--- src/phkm_pkg.sv ---
`timescale 1ns / 1ps
// ----------------------------------------------------------------------------
// phkm_pkg
// Shared constants, slot layout and helpers of the point keyed hash map.
// ----------------------------------------------------------------------------
package phkm_pkg;

    localparam int NUM_BUCKETS = 1024;
    localparam int WAYS        = 4;
    localparam int SLOT_COUNT  = NUM_BUCKETS * WAYS;

    localparam int COORD_W = 32;
    localparam int VALUE_W = 32;
    localparam int FOLD_W  = 32;
    localparam int PROD_W  = 64;
    localparam int Y_SHIFT = 16;

    localparam logic [FOLD_W-1:0] HASH_MULT = 32'd2654435761;

    localparam int CFG_W     = 11;
    localparam int CFG_RESET = 1024;

    // bucket count register holds 1 .. NUM_BUCKETS
    localparam int CNT_W   = $clog2(NUM_BUCKETS + 1);
    localparam int BKT_AW  = (NUM_BUCKETS > 1) ? $clog2(NUM_BUCKETS) : 1;
    localparam int SLOT_AW = (SLOT_COUNT > 1) ? $clog2(SLOT_COUNT) : 1;
    localparam int WAY_W   = (WAYS > 1) ? $clog2(WAYS) : 1;

    // remainder unit: MOD_STEP dividend bits retired per cycle
    localparam int MOD_STEP  = 8;
    localparam int MOD_ITERS = PROD_W / MOD_STEP;
    localparam int ITER_W    = (MOD_ITERS > 1) ? $clog2(MOD_ITERS) : 1;

    localparam int IN_TDATA_W  = 104;
    localparam int OUT_TDATA_W = 40;

    localparam logic OP_INSERT = 1'b0;
    localparam logic OP_LOOKUP = 1'b1;
    localparam logic RES_OK    = 1'b0;
    localparam logic RES_ERR   = 1'b1;

    typedef struct packed {
        logic               valid;
        logic               inf;
        logic [COORD_W-1:0] x;
        logic [COORD_W-1:0] y;
        logic [VALUE_W-1:0] value;
    } slot_t;

    localparam int SLOT_W = $bits(slot_t);

    typedef struct packed {
        logic busy;
        logic done;
    } phkm_mod_stat_t;

    // zero reads as one bucket, anything above the table size saturates
    function automatic logic [CNT_W-1:0] clamp_count(input logic [CFG_W-1:0] v);
        logic [31:0] wide;
        wide = 32'(v);
        if (wide == 32'd0)
        begin
            wide = 32'd1;
        end
        else if (wide > 32'(NUM_BUCKETS))
        begin
            wide = 32'(NUM_BUCKETS);
        end
        return wide[CNT_W-1:0];
    endfunction

endpackage

--- src/phkm_mod.sv ---
`timescale 1ns / 1ps
// ----------------------------------------------------------------------------
// phkm_mod
// Iterative remainder unit: 64-bit product modulo the bucket count,
// MOD_STEP restoring steps per cycle, most significant bit first.
// ----------------------------------------------------------------------------
module phkm_mod (
    input  logic                          clk,
    input  logic                          rst_n,
    input  logic                          start,
    input  logic [phkm_pkg::PROD_W-1:0]   dividend,
    input  logic [phkm_pkg::CNT_W-1:0]    divisor,
    output logic [phkm_pkg::CNT_W-1:0]    remainder,
    output phkm_pkg::phkm_mod_stat_t      stat
);

    import phkm_pkg::*;

    logic              busy_reg;
    logic              done_reg;
    logic [ITER_W-1:0] iter_reg;
    logic [PROD_W-1:0] div_reg;
    logic [CNT_W-1:0]  n_reg;
    logic [CNT_W-1:0]  rem_reg;
    logic [CNT_W-1:0]  rem_next;

    always_comb
    begin
        logic [CNT_W-1:0] r;
        logic [CNT_W:0]   t;
        r = rem_reg;
        for (int i = 0; i < MOD_STEP; i++)
        begin
            t = {r, div_reg[PROD_W-1-i]};
            if (t >= {1'b0, n_reg})
            begin
                t = t - {1'b0, n_reg};
            end
            r = t[CNT_W-1:0];
        end
        rem_next = r;
    end

    always_ff @(posedge clk or negedge rst_n)
    begin
        if (!rst_n)
        begin
            busy_reg <= 1'b0;
            done_reg <= 1'b0;
            iter_reg <= '0;
        end
        else
        begin
            done_reg <= 1'b0;
            if (start)
            begin
                busy_reg <= 1'b1;
                iter_reg <= '0;
            end
            else if (busy_reg)
            begin
                iter_reg <= iter_reg + 1'b1;
                if (iter_reg == ITER_W'(MOD_ITERS - 1))
                begin
                    busy_reg <= 1'b0;
                    done_reg <= 1'b1;
                end
            end
        end
    end

    always_ff @(posedge clk)
    begin
        if (start)
        begin
            div_reg <= dividend;
            n_reg   <= divisor;
            rem_reg <= '0;
        end
        else if (busy_reg)
        begin
            div_reg <= div_reg << MOD_STEP;
            rem_reg <= rem_next;
        end
    end

    assign remainder = rem_reg;
    assign stat.busy = busy_reg;
    assign stat.done = done_reg;

endmodule

--- config.mk ---
export PLATFORM = sky130hd
export DESIGN_NAME = phkm_mod
export DESIGN_NICKNAME = d
export VERILOG_FILES = /design/src/phkm_pkg.sv /design/src/phkm_mod.sv
export SDC_FILE = /design/constraint.sdc
export NUM_CORES = 1
export LEC_CHECK = 0
export BUFFER_PORTS_ARGS = -buffer_cell sky130_fd_sc_hd__buf_2
export CORE_MARGIN = 1
export CORE_UTILIZATION = 55
export CTS_CLUSTER_SIZE = 16
export DETAILED_ROUTE_END_ITERATION = 8
export GPL_TIMING_DRIVEN = 1
export PLACE_DENSITY = 0.88
export SYNTH_ARGS = -nofsm -noshare
export SYNTH_HDL_FRONTEND = slang
export SYNTH_SLANG_ARGS = --single-unit
--- constraint.sdc ---
create_clock -name clk -period 17.6 [get_ports clk]
set_input_delay 3.52 -clock clk [delete_from_list [all_inputs] [get_ports clk]]
set_output_delay 3.52 -clock clk [all_outputs]
set_load 0.01 [all_outputs]
==> metrics.cfg <==
[sta]
setup_tns_ns=0
max_clock_freq_mhz=58.7
setup_viol=0
maxSlewViolCount=0
layout_min_cycle_time_ns=17.03
fin_crit_sh=0.967
hold_ws_ns=0.548
relSlewSlack=0.339
skew_ns=0.0126
rsz0062_at_grt=true
worst_pin_slew_ns=0.965
setup_ws_ns=0.574
report.final.hold_viol_count=0

[worst_hold_path]
hp-class=flip-flop to flip-flop

[synth]
yosysTopAreaCell=edfxtp_1
synth_top_family_by_area=compound AO/OA/AOI/OAI gates
syn-cell-area_mm2=0.00895
synth_xor_area_frac=0.0499
ys.flop_type=edfxtp_1
synth-simple-area-share=0.148
synth_top_area_frac=0.252
yosysWarnings=0
avgSynthCellArea_um2=9.52
ys_top_cells_by_area=edfxtp_1 (25%), ha_1 (13%), mux2_2 (10%)
synth-seq-cells=91
synth_compound_area_frac=0.181
ys_top_cells_by_count=ha_1 (90), mux2_2 (80), edfxtp_1 (75)
synth_cell_types=74
synth_fa_ha_area_frac=0.144
synth.area.mux_share=0.144
synth_most_common_cell=ha_1
synth_edf_count=75
async_reset_ff_frac=0.0549
synth.net_count=1117
synth_seq_area_share=0.290
netlist_instances=941

[die]
die_area_mm2=0.0168
ioPinCount=91
core_mm2=0.0159
fp.dieW_um=130
die_y_um=130
initial_utilization=0.564
std_cell_rows=46

[setup_path]
path_common_cell=ha_1
critPathTopFamily=compound AO/OA/AOI/OAI gates
path_class=flip-flop to flip-flop
critPathRequiredTime_ns=17.86
cp.arrival_ns=17.29
critPathMaxStageDelay_ns=0.63
endpoint_kind=flip-flop
cp_max_fo=10
cp_num_buf_inv=8
critical_path.startpoint_type=flip-flop
cpMaxStageDelayCell=or4b_2

[placed_design]
post-place-ws_ns=-0.246
place.gp.congestion=1.05
dp_hpwl_um=19600
dp_cells=1275
port_buffers=90

[clock_network]
numCtsBuffers=9
htreeDepth=3
cts_hold_buf=0
cts_sinks=91
clk_path_buf_depth=2
cts_tree=yes
insertion_delay_ns=0.35
path_clk_slew_ns=0.07
cts-root-buf=clkbuf_16

[layout]
stdcell_count=1307
largest_reg_flops=64
drive_gt1_frac=0.299
diodes=0
nets=1262
syn_to_final_growth_pct=18.4

[global_routing]
grtUsageTotal=0.311
grt_pass1_wl_um=40000
grt_max_degree=81
grt_overflow=0
antenna_found_initial=0
grt_pass1_vias=8205

[drt]
dr_total_vias=8265
wl_per_cell_um=19.9
drt_first_pass_iters=6
wl_um=26000
drtIter0Drc=888
via_per_inst=6.32
drc=0
ant_nets=0

[flow_run]
cap_violations=0

[status]
status=complete, no violations

## final timing paths
path	slack (ns)	endpoint	start	cells past startpoint
max in group asynchronous	14.48	done_reg$_DFF_PN0_	rst_n	1
hold reg to reg	0.55	div_reg[34]$_DFFE_PP_	div_reg[26]$_DFFE_PP_	1
hold / removal	0.55	div_reg[34]$_DFFE_PP_	div_reg[26]$_DFFE_PP_	1
setup / recovery	0.57	remainder[4]$_SDFFE_PP0P_	n_reg[1]$_DFFE_PP_	83
min in group asynchronous	2.98	busy_reg$_DFF_PN0_	rst_n	1
setup reg to reg	0.57	remainder[4]$_SDFFE_PP0P_	n_reg[1]$_DFFE_PP_	83
## per-layer routing
layer,up-vias,routed length [µm],GRT usage
met5,-,0,0
met3,152,2290,0.0628
li1,3801,-,-
met2,505,12100,0.520
met4,0,1790,0.210
met1,3807,9750,0.361
## final cells by class
| class | count | area, µm² |
|---|---|---|
| clock inverters | 7 | 76.3 |
| inverters | 71 | 267 |
| fillers | 1221 | 5280 |
| multi-input cells | 755 | 6180 |
| clock buffers | 9 | 225 |
| flip-flops and latches | 91 | 2600 |
| repair buffers | 158 | 982 |
| well taps | 216 | 270 |
## cell families after synthesis
kind of cell	after synthesis
xor+xnor	51
fa+ha+maj	98
flops	91
compound gates	234
mux	117
simple gates	254
buf+inv	96
## repair_timing
item | CTS | global route
setup buffers | 6 | 9
hold endpoints to repair | 0 | 0
setup endpoints to repair | 11 | 11
cloned | 0 | 1
pin swaps | 3 | 15
gates resized for setup | 11 | 44
## layout by cell type (no fill, tap or decap), types with 6 or more instances in the layout
cell       instances
buf_2             89
ha_1              86
mux2_2            80
edfxtp_1          75
inv_1             70
nor2_1            68
buf_4             65
nand2_1           45
a21oi_1           43
o21ai_0           38
xnor2_1           34
mux2i_1           30
a21o_1            23
xor2_1            17
nor3_1            16
nand3_1           15
nand2b_1          13
o211ai_1          13
nand4_1           12
o21bai_1          12
and2_1            12
dfxtp_1           11
a211oi_1          10
and3_1            10
a21oi_2           10
nor2b_1           10
clkbuf_16          9
or3_1              8
a21boi_0           7
o31a_1             6
or2_2              6
o21a_1             6
nor4_1             6
o211a_1            6
fa_1               6
## through the flow
stage | util | instance area (µm²)
after CTS | 0.653 | 10400
after floorplan | - | 9000
after detailed placement | 0.629 | 9990
after global placement | 0.629 | 9990
final | 0.667 | 10600
after global routing | 0.667 | 10600
Power is not shown: default switching activity piles up to over one toggle a cycle in this logic, so the estimate is an artifact.
