`src/phkm_ram.sv`:
```
`timescale 1ns / 1ps
// ----------------------------------------------------------------------------
// phkm_ram
// Generic single-port RAM with registered read data.
// ----------------------------------------------------------------------------
module phkm_ram #(
    parameter int WIDTH = 8,
    parameter int DEPTH = 16
) (
    input  logic                                        clk,
    input  logic                                        we,
    input  logic [((DEPTH > 1) ? $clog2(DEPTH) : 1)-1:0] addr,
    input  logic [WIDTH-1:0]                            wdata,
    output logic [WIDTH-1:0]                            rdata
);

    logic [WIDTH-1:0] mem [DEPTH];
    logic [WIDTH-1:0] rdata_reg;

    always_ff @(posedge clk)
    begin
        if (we)
        begin
            mem[addr] <= wdata;
        end
        rdata_reg <= mem[addr];
    end

    assign rdata = rdata_reg;

endmodule

```
`config.mk`:
```
export PLATFORM = sky130hd
export DESIGN_NAME = phkm_ram
export DESIGN_NICKNAME = d
export VERILOG_FILES = /design/src/phkm_ram.sv
export SDC_FILE = /design/constraint.sdc
export NUM_CORES = 1
export LEC_CHECK = 0
export BUFFER_PORTS_ARGS = -buffer_cell sky130_fd_sc_hd__buf_4
export CORE_MARGIN = 2
export CORE_UTILIZATION = 50
export CTS_CLUSTER_SIZE = 8
export DETAILED_ROUTE_END_ITERATION = 16
export MAX_ROUTING_LAYER = met4
export PLACE_DENSITY = 0.8
export REMOVE_ABC_BUFFERS = 1
export SLEW_MARGIN = 10
export SYNTH_ARGS = -nofsm -noshare
export SYNTH_HDL_FRONTEND = slang
export SYNTH_SLANG_ARGS = --single-unit
```
`constraint.sdc`:
```
create_clock -name clk -period 2.1 [get_ports clk]
set_input_delay 0.63 -clock clk [delete_from_list [all_inputs] [get_ports clk]]
set_output_delay 0.63 -clock clk [all_outputs]
set_load 0.1 [all_outputs]
```
==> reports/metrics.cfg, run 1 <==
[route]
drc_errors=0
vias=2544
firstDrtPassIters=5
vias_per_cell=5.90
wl_mm=10.8
ant_nets=0
routedWlPerCell_um=25.0
drt_iter0_drc=315

[timing]
slew_headroom_pct=42.5
fin_tns_setup_ns=0
finClkSkew_ns=0.0101
period_needed_ns=1.76
timing.final.crit_share_pct=83.7
rsz0062_at_grt=no
timing.hold.ws_ns=0.422
finalSetupViolCount=0
tightest_slew_ns=0.859
max_clock_freq_mhz=569
finalHoldViolations=0
slew_viol_final=0

[worst_setup_path]
r2r_end=rdata[6]
endpoint_kind=output pin
worstPathMaxFanout=1
path_cells=buf_4
slowest_stage=dfxtp_1
critPathKind=flop to output pin
cp_top_family=flip-flops
startpoint_type=flop
ff2ff_path_depth=3
regToRegSetupSlack_ns=0.65
crit_buf_inv=1
max_stage_delay_ns=0.33
crit_required_ns=1.47
cp.arrival_ns=1.13
reg2reg_from=mem[2][6]

[finish]
layout-drive-gt1-share_pct=37.2
n_antenna_cell=0
fin_nets=299
final_common_cell=edfxtp_1
area_growth_pct=21.0
utilization_pct=62.4
mostFrequentLayoutCells=edfxtp_1 (128), buf_4 (46), mux4_2 (32)
largest_reg_flops=128
fillCellCount=664

[global_route]
grt_pass1_wl_mm=16.1
grt_max_degree=22
track_usage_pct=21.5
antenna_found_initial=0
grt.overflow.total=0
grt_pass1_vias=2572

[clock_tree]
numClockSinks=136
cts_resized=0
cts_tree=built
clk_path_buf_depth=2
cts_root_buf=clkbuf_8
cts_setup_buffers=0
h-tree-depth=4
cts.clk_slew.worst_paths_ns=0.07
insertion_delay_ns=0.52
cts_buffers=17
hold_buffers=0

[die]
dieHeight_um=105
dieArea_mm2=0.0110
start_util_pct=51.6
num_rows=36
coreArea_mm2=0.00982
dieWidth_um=105
ios=22

[flow_run]
maxCapViolCount=0

[logic_synthesis]
synth_seq_cells=136
yosysWarnings=0
syn_inst=230
syn_area_per_cell_um2=22.0
ys_types=18
seq_area_frac_synth_pct=79.0
netlist_area_mm2=0.00507

[min_path]
whs_path_depth=1
min_from=wdata[3]
hold_class=input port to flop
min_to=mem[6][3]

[run_status]
status=complete, no violations

[place]
gp_congestion=0.747
post-dp-hpwl_mm=6.14
port-buffer-count=21

[pwr]
vdd_drop_max_v=0.000585
power_per_cell_area_mw_per_mm2=1050
power.static_leakage_nw=2.06

==> metal layers <==
metal | global-route usage [%] | up-vias | routed length, um
li1 | - | 1070 | -
met1 | 28.0 | 1323 | 4320
met2 | 33.2 | 139 | 5590
met3 | 4.80 | 12 | 738
met4 | 9.14 | 0 | 146
met5 | - | - | 0
==> stage by stage <==
step / power, mW / setup slack [ns] / instance area, um2 / std cells
finish: 6.45 / 0.342 / 6130 / 431
global route: 6.62 / 0.302 / 6130 / 431
CTS: 6.48 / 0.313 / 6130 / 431
detailed placement: 3.55 / 0.0199 / 5540 / 399
global placement: 3.54 / 0.0306 / 5540 / 399
floorplan: 3.36 / -0.0229 / 5010 / 219
==> power by group <==
part	switching, mW	internal, mW
registers	0.0208	3.03
logic	0.300	0.147
clock network	1.19	1.76
==> synth_stat cells <==
library cell	count	area [um2]
and2_1	1	6.26
nand2b_1	2	12.5
clkbuf_1	2	7.51
mux4_2	32	721
nor2_1	13	48.8
edfxtp_1	128	3840
nor2b_1	2	12.5
clkbuf_2	1	5.00
buf_2	2	10.0
dfxtp_1	8	160
or3b_2	1	8.76
buf_6	2	22.5
nand3b_1	2	15.0
nand3_1	1	5.00
a22oi_1	16	120
nor3_1	4	20.0
buf_1	4	15.0
nand2_1	9	33.8
==> cell type report <==
| type | count | area [um2] | share of cell area [%] |
|---|---|---|---|
| clock inverter | 13 | 161 | 2.63 |
| clock buffer | 19 | 432 | 7.04 |
| timing repair buffer | 47 | 365 | 5.96 |
| sequential | 136 | 4000 | 65.3 |
| multi-input combinational | 83 | 1000 | 16.4 |
| tap | 133 | 166 | 2.71 |
==> logic make-up (layout without fill, tap and decap cells) <==
kind of cell,Yosys count,count (layout),share of synthesized area (%)
AO/OA/AOI/OAI,16,16,2.37
buffers and inverters,11,79,1.19
flip-flops,136,136,79.0
multiplexers,32,32,14.2
AND/OR/NAND/NOR,35,35,3.21
==> how the worst max path moves through the flow <==
stage	startpoint	endpoint	slack (ns)	cells past startpoint
after floorplan	addr[2]	mem[0][0]	-0.02	2
after global placement	addr[3]	mem[0][5]	0.03	5
after detailed placement	addr[3]	mem[0][4]	0.02	5
after CTS	rdata[0]	rdata[0]	0.31	1
after global routing	rdata[6]	rdata[6]	0.30	1
final	rdata[1]	rdata[1]	0.34	1
No activity file was read; power rests on OpenSTA's default activity.
==> run 2, diff against run 1 <==
Settings changed: PLACE_DENSITY 0.8 to 0.78.
Clock period 2.1 ns to 1.8 ns, I/O delays scaled along.
==> run 2 against run 1 <==
Effect of this change:
- routed wire length shrank 9.1%
- critical path depth did not move
- clock power up 24%
- clock skew fell by 0.0026 ns
- largest cell class unchanged
==> reports/metrics.cfg, run 2 (synthesis results as in run 1) <==
[pwr]
vdd_drop_max_v=0.000648
power_per_cell_area_mw_per_mm2=1240
power.static_leakage_nw=2.11

[place]
post-dp-hpwl_mm=6.32
gp_congestion=0.839
place_inst=405
port-buffer-count=21
dp_worst_setup_slack_ns=-0.342

[global_route]
grt_max_degree=20
grt_pass1_vias=2620
grt_pass1_wl_mm=15.3
antenna_found_initial=0
track_usage_pct=20.1
grt.overflow.total=0

[worst_setup_path]
cp.arrival_ns=1.13
ff2ff_path_depth=3
endpoint_kind=output pin
crit_buf_inv=1
crit_required_ns=1.26
regToRegSetupSlack_ns=0.47
startpoint_type=flop
critPathKind=flop to output pin
worstPathMaxFanout=1
max_stage_delay_ns=0.32
worst-path-stages=1
slowest_stage=dfxtp_1
path_cells=buf_4
cp_top_family=flip-flops

[die]
dieHeight_um=105
coreArea_mm2=0.00982
ios=22
num_rows=36
start_util_pct=51.6
dieWidth_um=105
dieArea_mm2=0.0110

[finish]
final_cells=437
final_common_cell=edfxtp_1
layout-drive-gt1-share_pct=38.8
mostFrequentLayoutCells=edfxtp_1 (128), buf_4 (51), mux4_2 (32)
area_growth_pct=23.1
largest_reg_flops=128
fin_nets=305
fillCellCount=676
n_antenna_cell=0
utilization_pct=63.5

[timing]
finalSetupViolCount=0
timing.hold.ws_ns=0.340
finalHoldViolations=0
tightest_slew_ns=0.707
slew_headroom_pct=52.7
slew_viol_final=0
finClkSkew_ns=0.00750
timing.final.crit_share_pct=92.7
period_needed_ns=1.67
layout_setup_ws_ns=0.131
max_clock_freq_mhz=599
rsz0062_at_grt=no

[clock_tree]
numClockSinks=136
cts.clk_slew.worst_paths_ns=0.06
cts_buffers=17
cts_root_buf=clkbuf_8
cts_tree=built
insertion_delay_ns=0.51
cts_resized=0
h-tree-depth=4
hold_buffers=0
cts_setup_buffers=0
clk_path_buf_depth=2

[min_path]
hold_class=input port to flop
whs_path_depth=1

[route]
vias_per_cell=5.61
routedWlPerCell_um=22.5
wl_mm=9.81
drt_iter0_drc=213
firstDrtPassIters=4
drc_errors=0
vias=2452
ant_nets=0

[flow_run]
maxCapViolCount=0

[run_status]
status=complete, no violations

run 2: cell types whose count changed in the layout (fill, tap and decap cells not counted), sizes merged:
cell,delta
clkinv,-1
clkbuf,+1
buf,+6
inv,-4
bufinv,+2
clkinvlp,+2
run 2: area by class of cell:
class                           instances  area (um2)  share of cell area, %
Clock buffer                           20         455                   7.30
Clock inverter                         12         188                   3.01
Multi-Input combinational cell         83        1000                   16.1
Sequential cell                       136        4000                   64.2
Tap cell                              133         166                   2.67
Timing Repair Buffer                   53         423                   6.78
run 2: layer usage:
layer,part of all wire [%],routed length [um],track usage (%)
met1,41,4060,24.5
met2,54,5290,33.2
met3,3.8,372,4.99
met4,0.95,93,7.14
met5,0,0,-
run 2: path summary, 6_finish.rpt:
kind	start	to
worst max-delay path	rdata[1]	rdata[1]
worst min-delay path	wdata[7]	mem[6][7]
worst max register to register	mem[1][5]	rdata[5]
worst min register to register	mem[15][0]	rdata[0]
run 2: power by group:
part	internal (mW)	switching, mW	total [mW]
Sequential	3.54	0.0221	3.56
Clock	2.38	1.28	3.66
Combinational	0.182	0.345	0.527
run 2: stage by stage:
stage	instance area, um2	power, mW	TNS (ns)
floorplan	5010	3.92	-1.86
global route	6240	7.98	0
global placement	5600	4.14	-17.40
CTS	6240	7.80	0
finish	6240	7.75	0
detailed placement	5600	4.15	-20.60
